<file path="src/sv/leader_election_cluster_top_defines.svh">
// assertion macros used by the cluster top rtl
`ifndef LEADER_ELECTION_CLUSTER_TOP_DEFINES_SVH
`define LEADER_ELECTION_CLUSTER_TOP_DEFINES_SVH

`ifndef SYNTHESIS
`define LEC_ASSERT_IMP(lbl, clk, rst_n, ante, cons) \
  lbl: assert property (@(posedge clk) disable iff (!rst_n) (ante) |-> (cons)) \
    else $error("assertion failed: same-cycle implication");
`define LEC_ASSERT_NXT(lbl, clk, rst_n, ante, cons) \
  lbl: assert property (@(posedge clk) disable iff (!rst_n) (ante) |=> (cons)) \
    else $error("assertion failed: next-cycle implication");
`else
`define LEC_ASSERT_IMP(lbl, clk, rst_n, ante, cons)
`define LEC_ASSERT_NXT(lbl, clk, rst_n, ante, cons)
`endif

`endif

</file>
<file path="src/sv/lec_pkg.sv">
package lec_pkg;

  typedef enum logic [1:0] {
    ROLE_FOLLOWER  = 2'd0,
    ROLE_CANDIDATE = 2'd1,
    ROLE_LEADER    = 2'd2
  } role_t;

  localparam logic [2:0] CMD_ELECT     = 3'd0;
  localparam logic [2:0] CMD_HEARTBEAT = 3'd1;
  localparam logic [2:0] CMD_FAIL      = 3'd2;
  localparam logic [2:0] CMD_RECOVER   = 3'd3;
  localparam logic [2:0] CMD_CLEAR_HB  = 3'd4;

  localparam logic [3:0] CLUSTER_SIZE_RESET = 4'd8;

  typedef enum logic [2:0] {
    ST_IDLE,
    ST_LOAD,
    ST_VOTE,
    ST_DECIDE,
    ST_PASS,
    ST_REPORT
  } state_t;

  typedef enum logic [1:0] {
    OP_SCAN,
    OP_VOTE,
    OP_HB
  } unit_op_t;

  typedef struct packed {
    logic [2:0] cmd;
    logic [2:0] node;
  } in_t;

  typedef struct packed {
    role_t       role;
    logic [15:0] node_term;
    logic        node_alive;
    logic [3:0]  votes;
    logic [2:0]  needed;
    logic        elected;
    logic        leader_valid;
    logic [2:0]  leader_index;
    logic        heard_heartbeat;
    logic        bad_node;
  } out_t;

endpackage

</file>
<file path="src/sv/leader_election_cluster_top.sv">
// Leader election cluster: simplified raft election over up to MAX_NODES nodes.
// Input: in_data (cmd, node) is taken at a clock edge with start high and
// busy low. busy stays high while the item is worked on.
// Output: one result item per input item, shown on out_data for exactly one
// cycle with out_valid high; the receiver cannot stall, so it must take it.
// Config: cfg_we/cfg_wdata write cluster_size; write only while idle.
// Timing: a start-election command on a live node runs a vote sweep and a
// heartbeat/leader sweep, one node per cycle through the shared node unit.
// Other commands, and an election on a dead or out-of-range node, run only
// the heartbeat/leader sweep. out_valid rises in the same cycle that busy
// falls, and a new item may be started in that same cycle.
// Reset: synchronous, active low; all nodes become live followers with term
// 0, no vote and no heartbeat, and cluster_size returns to 8.
module leader_election_cluster_top #(
  parameter int MAX_NODES = 8,
  parameter int TERM_BITS = 16
) (
  input  logic          clk,
  input  logic          rst_n,
  input  logic          start,
  output logic          busy,
  input  lec_pkg::in_t  in_data,
  output logic          out_valid,
  output lec_pkg::out_t out_data,
  input  logic          cfg_we,
  input  logic [3:0]    cfg_wdata
);

`include "leader_election_cluster_top_defines.svh"

  localparam int IW = (MAX_NODES > 1) ? $clog2(MAX_NODES) : 1;
  localparam int CW = $clog2(MAX_NODES + 1);
  localparam int VW = CW;
  localparam int NW = (CW > 4) ? CW : 4;
  localparam int TW = TERM_BITS;
  localparam logic [IW-1:0] LAST_IDX = IW'(MAX_NODES - 1);

  lec_pkg::state_t state_r, state_nxt;
  logic [2:0]      cmd_r, cmd_nxt;
  logic [IW-1:0]   tgt_r, tgt_nxt;
  logic            bad_r, bad_nxt;
  logic [IW-1:0]   idx_r, idx_nxt;
  logic [TW-1:0]   term_t_r, term_t_nxt;
  logic [CW-1:0]   votes_r, votes_nxt;
  logic [CW-1:0]   live_r, live_nxt;
  logic            elect_r, elect_nxt;
  logic            elected_r, elected_nxt;
  logic            hb_en_r, hb_en_nxt;
  logic            lvalid_r, lvalid_nxt;
  logic [IW-1:0]   lidx_r, lidx_nxt;
  logic [3:0]      cluster_size_r;
  lec_pkg::out_t   out_r, out_nxt;
  logic            out_valid_r, out_valid_nxt;

  logic [NW-1:0]   eff_n;
  logic [CW-1:0]   needed_calc;
  logic [TW-1:0]   term_inc;
  logic [VW-1:0]   tgt_tag;
  logic            in_cluster;

  // store ports
  logic [IW-1:0]   s_raddr;
  lec_pkg::role_t  rd_role;
  logic [TW-1:0]   rd_term;
  logic [VW-1:0]   rd_vote;
  logic            rd_alive;
  logic            rd_hb;
  logic            s_we;
  logic [IW-1:0]   s_waddr;
  lec_pkg::role_t  s_wrole;
  logic [TW-1:0]   s_wterm;
  logic [VW-1:0]   s_wvote;
  logic            s_walive;
  logic            s_whb;

  // node unit ports
  lec_pkg::unit_op_t u_op;
  lec_pkg::role_t    u_role;
  logic [TW-1:0]     u_term;
  logic [VW-1:0]     u_vote;
  logic              u_hb;
  logic              u_upd;
  logic              u_granted;
  logic              u_live;
  logic              u_leader;

  assign eff_n = (NW'(cluster_size_r) > NW'(MAX_NODES)) ? NW'(MAX_NODES)
                                                         : NW'(cluster_size_r);
  assign needed_calc = (live_r >> 1) + CW'(1);
  assign term_inc    = (rd_term == {TW{1'b1}}) ? rd_term : rd_term + TW'(1);
  assign tgt_tag     = VW'(tgt_r) + VW'(1);
  assign in_cluster  = NW'(idx_r) < eff_n;

  lec_node_store #(
    .DEPTH(MAX_NODES),
    .TW   (TW),
    .VW   (VW),
    .IW   (IW)
  ) u_store (
    .clk     (clk),
    .rst_n   (rst_n),
    .raddr   (s_raddr),
    .rd_role (rd_role),
    .rd_term (rd_term),
    .rd_vote (rd_vote),
    .rd_alive(rd_alive),
    .rd_hb   (rd_hb),
    .we      (s_we),
    .waddr   (s_waddr),
    .wr_role (s_wrole),
    .wr_term (s_wterm),
    .wr_vote (s_wvote),
    .wr_alive(s_walive),
    .wr_hb   (s_whb)
  );

  lec_node_unit #(
    .TW(TW),
    .VW(VW),
    .IW(IW)
  ) u_unit (
    .op        (u_op),
    .cand      (tgt_r),
    .cand_term (term_t_r),
    .self_hit  (idx_r == tgt_r),
    .in_cluster(in_cluster),
    .role_i    (rd_role),
    .term_i    (rd_term),
    .vote_i    (rd_vote),
    .alive_i   (rd_alive),
    .hb_i      (rd_hb),
    .role_o    (u_role),
    .term_o    (u_term),
    .vote_o    (u_vote),
    .hb_o      (u_hb),
    .upd       (u_upd),
    .granted   (u_granted),
    .live_inc  (u_live),
    .leader_hit(u_leader)
  );

  // next state
  always_comb begin
    state_nxt = state_r;
    case (state_r)
      lec_pkg::ST_IDLE: begin
        if (start) begin
          state_nxt = lec_pkg::ST_LOAD;
        end
      end
      lec_pkg::ST_LOAD: begin
        if (!bad_r && cmd_r == lec_pkg::CMD_ELECT && rd_alive) begin
          state_nxt = lec_pkg::ST_VOTE;
        end else begin
          state_nxt = lec_pkg::ST_PASS;
        end
      end
      lec_pkg::ST_VOTE: begin
        if (idx_r == LAST_IDX) begin
          state_nxt = lec_pkg::ST_DECIDE;
        end
      end
      lec_pkg::ST_DECIDE: state_nxt = lec_pkg::ST_PASS;
      lec_pkg::ST_PASS: begin
        if (idx_r == LAST_IDX) begin
          state_nxt = lec_pkg::ST_REPORT;
        end
      end
      lec_pkg::ST_REPORT: state_nxt = lec_pkg::ST_IDLE;
      default: state_nxt = lec_pkg::ST_IDLE;
    endcase
  end

  // datapath and store control
  always_comb begin
    cmd_nxt       = cmd_r;
    tgt_nxt       = tgt_r;
    bad_nxt       = bad_r;
    idx_nxt       = idx_r;
    term_t_nxt    = term_t_r;
    votes_nxt     = votes_r;
    live_nxt      = live_r;
    elect_nxt     = elect_r;
    elected_nxt   = elected_r;
    hb_en_nxt     = hb_en_r;
    lvalid_nxt    = lvalid_r;
    lidx_nxt      = lidx_r;
    out_nxt       = out_r;
    out_valid_nxt = 1'b0;
    s_raddr       = tgt_r;
    s_we          = 1'b0;
    s_waddr       = tgt_r;
    s_wrole       = rd_role;
    s_wterm       = rd_term;
    s_wvote       = rd_vote;
    s_walive      = rd_alive;
    s_whb         = rd_hb;
    u_op          = lec_pkg::OP_SCAN;
    case (state_r)
      lec_pkg::ST_IDLE: begin
        if (start) begin
          cmd_nxt = in_data.cmd;
          tgt_nxt = IW'(in_data.node);
          bad_nxt = NW'(in_data.node) >= eff_n;
        end
      end
      lec_pkg::ST_LOAD: begin
        idx_nxt     = '0;
        lvalid_nxt  = 1'b0;
        lidx_nxt    = '0;
        elect_nxt   = 1'b0;
        elected_nxt = 1'b0;
        hb_en_nxt   = 1'b0;
        if (!bad_r) begin
          case (cmd_r)
            lec_pkg::CMD_ELECT: begin
              if (rd_alive) begin
                s_we       = 1'b1;
                s_wterm    = term_inc;
                s_wrole    = lec_pkg::ROLE_CANDIDATE;
                s_wvote    = tgt_tag;
                term_t_nxt = term_inc;
                votes_nxt  = CW'(1);
                live_nxt   = '0;
                elect_nxt  = 1'b1;
              end
            end
            lec_pkg::CMD_HEARTBEAT: begin
              if (rd_alive && rd_role == lec_pkg::ROLE_LEADER) begin
                hb_en_nxt  = 1'b1;
                term_t_nxt = rd_term;
              end
            end
            lec_pkg::CMD_FAIL: begin
              s_we     = 1'b1;
              s_walive = 1'b0;
              s_wrole  = lec_pkg::ROLE_FOLLOWER;
            end
            lec_pkg::CMD_RECOVER: begin
              s_we     = 1'b1;
              s_walive = 1'b1;
              s_wterm  = '0;
              s_wvote  = '0;
              s_whb    = 1'b0;
            end
            lec_pkg::CMD_CLEAR_HB: begin
              s_we  = 1'b1;
              s_whb = 1'b0;
            end
            default: begin
            end
          endcase
        end
      end
      lec_pkg::ST_VOTE: begin
        s_raddr   = idx_r;
        u_op      = lec_pkg::OP_VOTE;
        s_waddr   = idx_r;
        s_we      = u_upd;
        s_wrole   = u_role;
        s_wterm   = u_term;
        s_wvote   = u_vote;
        s_whb     = u_hb;
        votes_nxt = votes_r + CW'(u_granted);
        live_nxt  = live_r + CW'(u_live);
        idx_nxt   = idx_r + IW'(1);
      end
      lec_pkg::ST_DECIDE: begin
        idx_nxt = '0;
        s_we    = 1'b1;
        if (votes_r >= needed_calc) begin
          s_wrole     = lec_pkg::ROLE_LEADER;
          elected_nxt = 1'b1;
          hb_en_nxt   = 1'b1;
        end else begin
          s_wrole = lec_pkg::ROLE_FOLLOWER;
        end
      end
      lec_pkg::ST_PASS: begin
        // heartbeat (when enabled) and leader search share one sweep
        s_raddr = idx_r;
        u_op    = hb_en_r ? lec_pkg::OP_HB : lec_pkg::OP_SCAN;
        s_waddr = idx_r;
        s_we    = u_upd;
        s_wrole = u_role;
        s_wterm = u_term;
        s_wvote = u_vote;
        s_whb   = u_hb;
        if (u_leader && !lvalid_r) begin
          lvalid_nxt = 1'b1;
          lidx_nxt   = idx_r;
        end
        idx_nxt = idx_r + IW'(1);
      end
      lec_pkg::ST_REPORT: begin
        out_valid_nxt        = 1'b1;
        out_nxt.role         = bad_r ? lec_pkg::ROLE_FOLLOWER : rd_role;
        out_nxt.node_term    = bad_r ? 16'd0 : 16'(rd_term);
        out_nxt.node_alive   = !bad_r && rd_alive;
        out_nxt.votes        = elect_r ? 4'(votes_r) : 4'd0;
        out_nxt.needed       = elect_r ? 3'(needed_calc) : 3'd0;
        out_nxt.elected      = elected_r;
        out_nxt.leader_valid = lvalid_r;
        out_nxt.leader_index = 3'(lidx_r);
        out_nxt.heard_heartbeat = !bad_r && rd_hb;
        out_nxt.bad_node     = bad_r;
      end
      default: begin
      end
    endcase
  end

  always_ff @(posedge clk) begin
    if (!rst_n) begin
      state_r        <= lec_pkg::ST_IDLE;
      out_valid_r    <= 1'b0;
      cluster_size_r <= lec_pkg::CLUSTER_SIZE_RESET;
    end else begin
      state_r     <= state_nxt;
      out_valid_r <= out_valid_nxt;
      if (cfg_we) begin
        cluster_size_r <= cfg_wdata;
      end
    end
  end

  always_ff @(posedge clk) begin
    cmd_r     <= cmd_nxt;
    tgt_r     <= tgt_nxt;
    bad_r     <= bad_nxt;
    idx_r     <= idx_nxt;
    term_t_r  <= term_t_nxt;
    votes_r   <= votes_nxt;
    live_r    <= live_nxt;
    elect_r   <= elect_nxt;
    elected_r <= elected_nxt;
    hb_en_r   <= hb_en_nxt;
    lvalid_r  <= lvalid_nxt;
    lidx_r    <= lidx_nxt;
    out_r     <= out_nxt;
  end

  assign busy      = (state_r != lec_pkg::ST_IDLE);
  assign out_valid = out_valid_r;
  assign out_data  = out_r;

  `LEC_ASSERT_IMP(a_strobe_when_idle, clk, rst_n, out_valid, !busy)
  `LEC_ASSERT_NXT(a_accept_goes_busy, clk, rst_n, start && !busy, busy)
  `LEC_ASSERT_IMP(a_elected_is_leader, clk, rst_n, out_valid && out_data.elected, out_data.role == lec_pkg::ROLE_LEADER && out_data.node_alive && out_data.leader_valid)
  `LEC_ASSERT_IMP(a_bad_no_election, clk, rst_n, out_valid && out_data.bad_node, out_data.votes == 4'd0 && out_data.needed == 3'd0 && !out_data.elected)

endmodule

</file>
<file path="src/sv/lec_node_store.sv">
module lec_node_store #(
  parameter int DEPTH = 8,
  parameter int TW    = 16,
  parameter int VW    = 4,
  parameter int IW    = 3
) (
  input  logic                 clk,
  input  logic                 rst_n,
  input  logic [IW-1:0]        raddr,
  output lec_pkg::role_t       rd_role,
  output logic [TW-1:0]        rd_term,
  output logic [VW-1:0]        rd_vote,
  output logic                 rd_alive,
  output logic                 rd_hb,
  input  logic                 we,
  input  logic [IW-1:0]        waddr,
  input  lec_pkg::role_t       wr_role,
  input  logic [TW-1:0]        wr_term,
  input  logic [VW-1:0]        wr_vote,
  input  logic                 wr_alive,
  input  logic                 wr_hb
);

  lec_pkg::role_t  role_r  [DEPTH];
  logic [TW-1:0]   term_r  [DEPTH];
  logic [VW-1:0]   vote_r  [DEPTH];
  logic            alive_r [DEPTH];
  logic            hb_r    [DEPTH];

  assign rd_role  = role_r[raddr];
  assign rd_term  = term_r[raddr];
  assign rd_vote  = vote_r[raddr];
  assign rd_alive = alive_r[raddr];
  assign rd_hb    = hb_r[raddr];

  always_ff @(posedge clk) begin
    if (!rst_n) begin
      for (int k = 0; k < DEPTH; k++) begin
        role_r[k]  <= lec_pkg::ROLE_FOLLOWER;
        term_r[k]  <= '0;
        vote_r[k]  <= '0;
        alive_r[k] <= 1'b1;
        hb_r[k]    <= 1'b0;
      end
    end else if (we) begin
      role_r[waddr]  <= wr_role;
      term_r[waddr]  <= wr_term;
      vote_r[waddr]  <= wr_vote;
      alive_r[waddr] <= wr_alive;
      hb_r[waddr]    <= wr_hb;
    end
  end

endmodule

</file>
<file path="src/sv/lec_node_unit.sv">
module lec_node_unit #(
  parameter int TW = 16,
  parameter int VW = 4,
  parameter int IW = 3
) (
  input  lec_pkg::unit_op_t op,
  input  logic [IW-1:0]     cand,
  input  logic [TW-1:0]     cand_term,
  input  logic              self_hit,
  input  logic              in_cluster,
  input  lec_pkg::role_t    role_i,
  input  logic [TW-1:0]     term_i,
  input  logic [VW-1:0]     vote_i,
  input  logic              alive_i,
  input  logic              hb_i,
  output lec_pkg::role_t    role_o,
  output logic [TW-1:0]     term_o,
  output logic [VW-1:0]     vote_o,
  output logic              hb_o,
  output logic              upd,
  output logic              granted,
  output logic              live_inc,
  output logic              leader_hit
);

  logic          part;
  logic [VW-1:0] cand_tag;

  // other live cluster members take part; the candidate itself is skipped
  assign part     = in_cluster && alive_i && !self_hit;
  assign cand_tag = VW'(cand) + VW'(1);

  always_comb begin
    role_o  = role_i;
    term_o  = term_i;
    vote_o  = vote_i;
    hb_o    = hb_i;
    upd     = 1'b0;
    granted = 1'b0;
    case (op)
      lec_pkg::OP_VOTE: begin
        if (part && !(cand_term < term_i)) begin
          upd = 1'b1;
          if (cand_term > term_i) begin
            term_o = cand_term;
            vote_o = '0;
            role_o = lec_pkg::ROLE_FOLLOWER;
          end
          if (vote_o == '0 || vote_o == cand_tag) begin
            vote_o  = cand_tag;
            granted = 1'b1;
          end
        end
      end
      lec_pkg::OP_HB: begin
        if (part && cand_term >= term_i) begin
          upd    = 1'b1;
          term_o = cand_term;
          role_o = lec_pkg::ROLE_FOLLOWER;
          vote_o = cand_tag;
          hb_o   = 1'b1;
        end
      end
      default: begin
      end
    endcase
  end

  assign live_inc   = in_cluster && alive_i;
  assign leader_hit = in_cluster && alive_i && (role_o == lec_pkg::ROLE_LEADER);

endmodule
</file>
<file path="config.mk">
export PLATFORM = sky130hd
export DESIGN_NAME = leader_election_cluster_top
export DESIGN_NICKNAME = d
export VERILOG_FILES = /design/src/sv/lec_pkg.sv /design/src/sv/leader_election_cluster_top.sv /design/src/sv/lec_node_store.sv /design/src/sv/lec_node_unit.sv
export VERILOG_INCLUDE_DIRS = /design/src /design/src/sv
export SDC_FILE = /design/constraint.sdc
export NUM_CORES = 1
export LEC_CHECK = 0
export ABC_AREA = 1
export ABC_CLOCK_PERIOD_IN_PS = 5590
export BUFFER_PORTS_ARGS = -buffer_cell sky130_fd_sc_hd__buf_4
export CAP_MARGIN = 10
export CORE_MARGIN = 3
export CORE_UTILIZATION = 50
export CTS_BUF_LIST = sky130_fd_sc_hd__clkbuf_16
export DETAILED_ROUTE_END_ITERATION = 7
export GPL_TIMING_DRIVEN = 0
export PLACE_DENSITY_LB_ADDON = 0.2
export SLEW_MARGIN = 40
export SYNTH_ARGS = -nofsm -noshare
export SYNTH_HDL_FRONTEND = slang
export SYNTH_SLANG_ARGS = --single-unit
</file>
<file path="constraint.sdc">
create_clock -name clk -period 5.59 [get_ports clk]
set_input_delay 1.118 -clock clk [delete_from_list [all_inputs] [get_ports clk]]
set_output_delay 1.118 -clock clk [all_outputs]
set_load 0.005 [all_outputs]
</file>
## Word-level counts from Yosys, hierarchy flattened

Memory sizes are Yosys's and may differ from the RTL's.
Index checks and enable logic that the tools add are counted.

- Word-level logic and storage cells: 211
- Memories kept: 5
- Bits in registers: 82
- Memory bits (writable): 192
- Output and inout bits: 35

Memories:

| name | depth | bits a word | read ports | clocked after memory_dff | wr ports | RTL line | source |
|---|---|---|---|---|---|---|---|
| u_store.term_r | 8 | 16 | 1 | 0 | 8 | lec_node_store.sv:25 | `logic [TW-1:0] term_r [DEPTH];` |
| u_store.vote_r | 8 | 4 | 1 | 0 | 8 | lec_node_store.sv:26 | `logic [VW-1:0] vote_r [DEPTH];` |
| u_store.role_r | 8 | 2 | 1 | 0 | 8 | lec_node_store.sv:24 | `lec_pkg::role_t role_r [DEPTH];` |
| u_store.alive_r | 8 | 1 | 1 | 0 | 8 | lec_node_store.sv:27 | `logic alive_r [DEPTH];` |
| u_store.hb_r | 8 | 1 | 1 | 0 | 8 | lec_node_store.sv:28 | `logic hb_r [DEPTH];` |

- Add/subtract/negate cells: 6
- Bitwise operators: 2
- Reductions and logical operators: 41
- Order comparisons: 7
- Multiplexer cells: 98
- Eq/ne operators: 27

Operators with widths:

| operator | number |
|---|---|
| 16-bit 2-to-1 mux | 9 |
| 16-bit case mux with 2 select lines | 4 |
| 4-bit 2-to-1 mux | 16 |
| 4-bit case mux with 2 select lines | 5 |
| 3-bit 2-to-1 mux | 11 |
| 1-bit 2-to-1 mux | 30 |
| 2-bit inequality test, second input constant | 10 |
| 16-bit by 1-bit adder with 16-bit output, second input constant | 1 |
| 16-bit equality test, second input constant | 1 |
| 16-bit >= comparator | 1 |
| 16-bit > comparator | 1 |
| 16-bit < comparator | 1 |
| 2-bit 2-to-1 mux | 8 |
| 16-bit OR reduction | 1 |
| 3-bit case mux with 5 select lines | 1 |
| 1-bit case mux with 2 select lines | 7 |
| 3-bit by 2-bit equality test with 1-bit output, second input constant | 4 |
| 3-bit equality test, second input constant | 4 |
| 2-bit case mux with 2 select lines | 3 |
| 3-bit case mux with 2 select lines | 2 |
| 1-bit logical AND | 11 |
| 2-bit nonzero test | 5 |
| 2-bit OR reduction | 5 |
| 3-bit by 1-bit adder with 4-bit output, second input constant | 2 |
| 26 further kinds | 38 |

## Depth between registers and ports, before layout

An unclocked memory read counts as a cell.

- Word-level depth: 16
- Gate-level depth with buffers: 33

## Modules after synthesis

Synthesis repeated with hierarchy kept, for this count alone.

- Cells, all modules: 1892
- Area, all modules: 15548.7 µm²

Modules (own cells, without submodules):

| module | cells each | area each (µm²) | sequential area each (µm²) | times used |
|---|---|---|---|---|
| lec_node_store | 1100 | 9462.8 | 5685.5 | 1 |
| leader_election_cluster_top | 576 | 4942.2 | 2382.3 | 1 |
| lec_node_unit | 216 | 1143.6 | 0.0 | 1 |

## Worst setup path after synthesis

OpenSTA, ideal clock, no wires.

- Kind: register -> register
- From: reg state_r[1]
- To: mem u_store.alive_r[0], enable pin
- Slack: 1.151 ns
- Library setup time: 0.380 ns
- Arrival: 4.059 ns
- Stages on the path, launching flop included: 28
- Path through: dfxtp_1 buf_2 o21ai_0 nand3_1 nand2_4 buf_6 buf_4 nand2_1 inv_2 nand2_1 nand2_1 nor2_1 nand2_1 inv_1 ha_1 nand2_1 nor4_1 nand2_1 nand2_1 inv_1 nand2_1 nand4_2 nand2_1 nand3_1 nand4_4 nand3_4 buf_2 nand2_1

RTL lines:

| item | RTL line | source |
|---|---|---|
| start: declaration | leader_election_cluster_top.sv:38 | `lec_pkg::state_t state_r, state_nxt;` |
| start signal: assignment | leader_election_cluster_top.sv:315 | `state_r <= lec_pkg::ST_IDLE;` |
| start signal: assignment | leader_election_cluster_top.sv:319 | `state_r <= state_nxt;` |
| end: declaration | lec_node_store.sv:27 |  |

==> metrics.log <==
INFO  metric run_status = finished clean
INFO  metric worst_slew_margin_rel = 0.410
INFO  metric yosys.area.top_type = sky130_fd_sc_hd__edfxtp_1
INFO  metric numCtsBuffers = 29
INFO  metric cpPeakStageDelay = approximately 360 ps
INFO  metric busiest_layer = met2
INFO  metric max_cap_viol_count = 0
INFO  metric floorplan.core_area = about 0.03 mm^2
INFO  metric finish.net_count = approximately 1,900
INFO  metric synth_flop_cell = sky130_fd_sc_hd__edfxtp_1
INFO  metric min_period_over_period = 0.952
INFO  metric cts_tree = yes
INFO  metric grt.total_usage = 0.275
INFO  metric timing.final.setup_violations = 0
INFO  metric finalWeightedCongestion = between 0.9 and 1
INFO  metric cp.buffers_inverters = 7
INFO  metric layout-area-overhead-vs-synth = 15.3%
INFO  metric power-per-cell-area = around 510 mW/mm^2
INFO  metric die_span_y = around 180 um
INFO  metric number_of_i_o_pins = about 50
INFO  metric layout.filler_cells = 2,541
INFO  metric ys_types = approximately 50
INFO  metric worst_setup_hold_path_clk_slew = approximately 60 ps
INFO  metric detailedRoute.firstIterationViolations = ~1,600
INFO  metric postSynth.asyncResetShare = 0
INFO  metric final_layout_size_suffix_gt1_frac = 0.138
INFO  metric drt_wl_total = between 40,000 and 50,000 um
INFO  metric post_synth_inst_count = between 1,500 and 2,000
INFO  metric yosys_warnings = 0
INFO  metric overflow = 0
INFO  metric ant_nets_after_route = 0
INFO  metric crit_top_cell = sky130_fd_sc_hd__nand2_1
INFO  metric required = 5840 ps
INFO  metric cts_num_sinks = approximately 270
INFO  metric dieArea = approximately 0.032 mm^2
INFO  metric max_freq = between 150 and 200 MHz
INFO  metric global_route_wire_length_before_repair = just under 70,000 um
INFO  metric timing.final.max_slew_violations = 0
INFO  metric number_of_global_route_vias_before_repair = 11,900
INFO  metric synth.cell_area = 0.0151 mm^2
INFO  metric quantity_of_i_o_buffers_inserted_on_ports = 47
INFO  metric worstMarginPinSlew = between 800 and 900 ps
INFO  metric period_minus_slack = around 5300 ps
INFO  metric crit_family = simple AND/OR/NAND/NOR gates
INFO  metric report.final.hold_viol_count = 0
INFO  metric postLayoutCellArea = approximately 0.017 mm^2
INFO  metric timing.critical_path.from_type = flop
INFO  metric grt_start_max_net_pins = 24
INFO  metric detailedPlacementHpwl = roughly 32,000 um
INFO  metric gr-usage-met2 = 0.442
INFO  metric die_width = approximately 180 um
INFO  metric drt-pass1-iter-count = 5
INFO  metric max-vdd-ir-drop = 0.268 mV
INFO  metric leakage = roughly 7.4 nW
INFO  metric drc = 0
INFO  metric cts_root_buffer = sky130_fd_sc_hd__clkbuf_16
INFO  metric effective_utilization_at_floorplan = 0.516
INFO  metric worst_path_max_delay_cell = sky130_fd_sc_hd__buf_2
INFO  metric cts_hold_buf = 0
INFO  metric grt_met3_use = 0.0408
INFO  metric ctsLongestPathBuffers = 3
INFO  metric num_rows = between 60 and 70
INFO  metric via_count = between 10,000 and 15,000
INFO  metric via_per_inst = between 5 and 6
INFO  metric critical_path.max_fanout = 12
INFO  metric postSynthRegisterBits = 274
INFO  metric fin_tns_setup = 0 ps
INFO  metric insertion_delay = about 570 ps
INFO  metric mapped_nets = about 1,800
INFO  metric seq_area_frac_synth = 0.535
INFO  metric critical_path_class = flop to flop
INFO  metric synth_top_cell_area_share = 0.514
INFO  metric post-layout-total-power = approximately 0.009 W
INFO  metric grt_util_met1 = 0.388
INFO  metric routedWlPerCell = 21.0 um
INFO  metric synth_edf_count = 258
INFO  metric highest_count_cells_in_the_layout_ignoring_fill_and_taps = 581 x sky130_fd_sc_hd__nand2_1, 258 x sky130_fd_sc_hd__edfxtp_1, 190 x sky130_fd_sc_hd__a21oi_1
INFO  metric synth_top_cells_by_area = sky130_fd_sc_hd__edfxtp_1 51%, sky130_fd_sc_hd__nand2_1 15%, sky130_fd_sc_hd__a21oi_1 6.4%
INFO  metric worst-endpoint-arrival = ~5600 ps
INFO  metric dpl_cell_area = roughly 0.016 mm^2
INFO  metric antenna_found_initial = 1
INFO  metric worstHoldPathType = flop to flop
INFO  metric syn_area_per_cell = about 8.7 um^2
INFO  metric fin_skew = roughly 18 ps
INFO  metric num_antenna_cells = 0
INFO  metric htree_levels = 1
INFO  metric worstSetupEndpointType = flop
INFO  metric most_common_library_cell_in_the_layout_ignoring_fill_and_taps = sky130_fd_sc_hd__nand2_1
-- cell usage after synthesis, drive strengths merged (4+ instances only) --
cell	number
clkbuf	13
a21boi	4
nor3	11
edfxtp	258
o21ai	67
o22ai	4
xnor2	8
a22oi	4
ha	36
nand3	100
nand2	611
xor2	11
a21oi	201
nand4	10
nor2	138
buf	57
o21a	4
inv	152
a31oi	6
dfxtp	16
-- final cells by class --
class,instances,area (um^2),share of cell area
clock inverter,22,194,0.0112
clock buffer,29,726,0.0417
multi-input combinational,1241,6410,0.369
tap,384,480,0.0276
sequential,274,8070,0.464
buffer,70,428,0.0246
inverter,153,577,0.0332
timing repair buffer,65,500,0.0288
-- stage by stage --
stage | worst slack (ps) | util | cells | hold slack, ps
6_report | 269 | 0.594 | 2238 | 407
5_1_grt | -15.8 | 0.594 | 2238 | 419
4_1_cts | 15.6 | 0.582 | 2223 | 412
3_5_place_dp | -327 | 0.546 | 2166 | 405
3_3_place_gp | -652 | 0.544 | 2161 | 410
2_1_floorplan | 1150 | - | 1730 | 400
-- worst reg2reg max path: cells and delay by family, from the launching register on --
| kind | cells | cell delay, ps |
|---|---|---|
| compound gates | 1 | 190 |
| simple gates | 17 | 2670 |
| fa+ha+maj | 1 | 310 |
| flops | 1 | 300 |
| buf+inv | 7 | 1530 |
-- final timing paths --
check        startpoint              endpoint  slack, ps  depth (start not counted)
max          state_r[1]  u_store.term_r[7][3]        270                         26
min           lidx_r[0]           out_data[2]        410                          0
max reg2reg  state_r[1]  u_store.term_r[7][3]        270                         26
min reg2reg   lidx_r[0]           out_data[2]        410                          0
-- timing repair --
action / 4_1_cts / 5_1_grt
gates resized for setup: 13 / 45
pin swaps: 0 / 7
setup buffers: 3 / 9
cloned: 3 / 5
endpoints found under the setup margin: 204 / 364
-- state kept, by name, summed over array words and instances (netlist names), 3 cells and up --
register / count
cluster_size_r: 4
cmd_r: 3
idx_r: 3
lidx_r: 3
live_r: 4
out_data: 33
state_r: 3
term_t_r: 16
tgt_r: 3
u_store.alive_r: 8
u_store.hb_r: 8
u_store.role_r: 16
u_store.term_r: 128
u_store.vote_r: 32
votes_r: 4
-- cells by family after synthesis --
group           after synthesis  share of synthesized area
buf+inv                     223                     0.0650
simple gates                875                      0.247
flops                       274                      0.535
xor+xnor                     19                     0.0110
fa+ha+maj                    36                     0.0299
compound gates              303                      0.112
-- metal layers --
layer,part of all wire,routed length [um],vias to the layer above
met5,0.00036,17,-
met4,0.031,1460,2
met3,0.087,4100,90
met2,0.46,21800,633
met1,0.42,19700,6137
li1,-,-,6028
-- report_power, final --
group	leakage [nW]	internal [W]	switching, W
Sequential	2.68	0.00247	0.0000796
Clock	0.476	0.00111	0.000796
Combinational	4.26	0.00112	0.00324
Power figures use the tool's default switching activity.
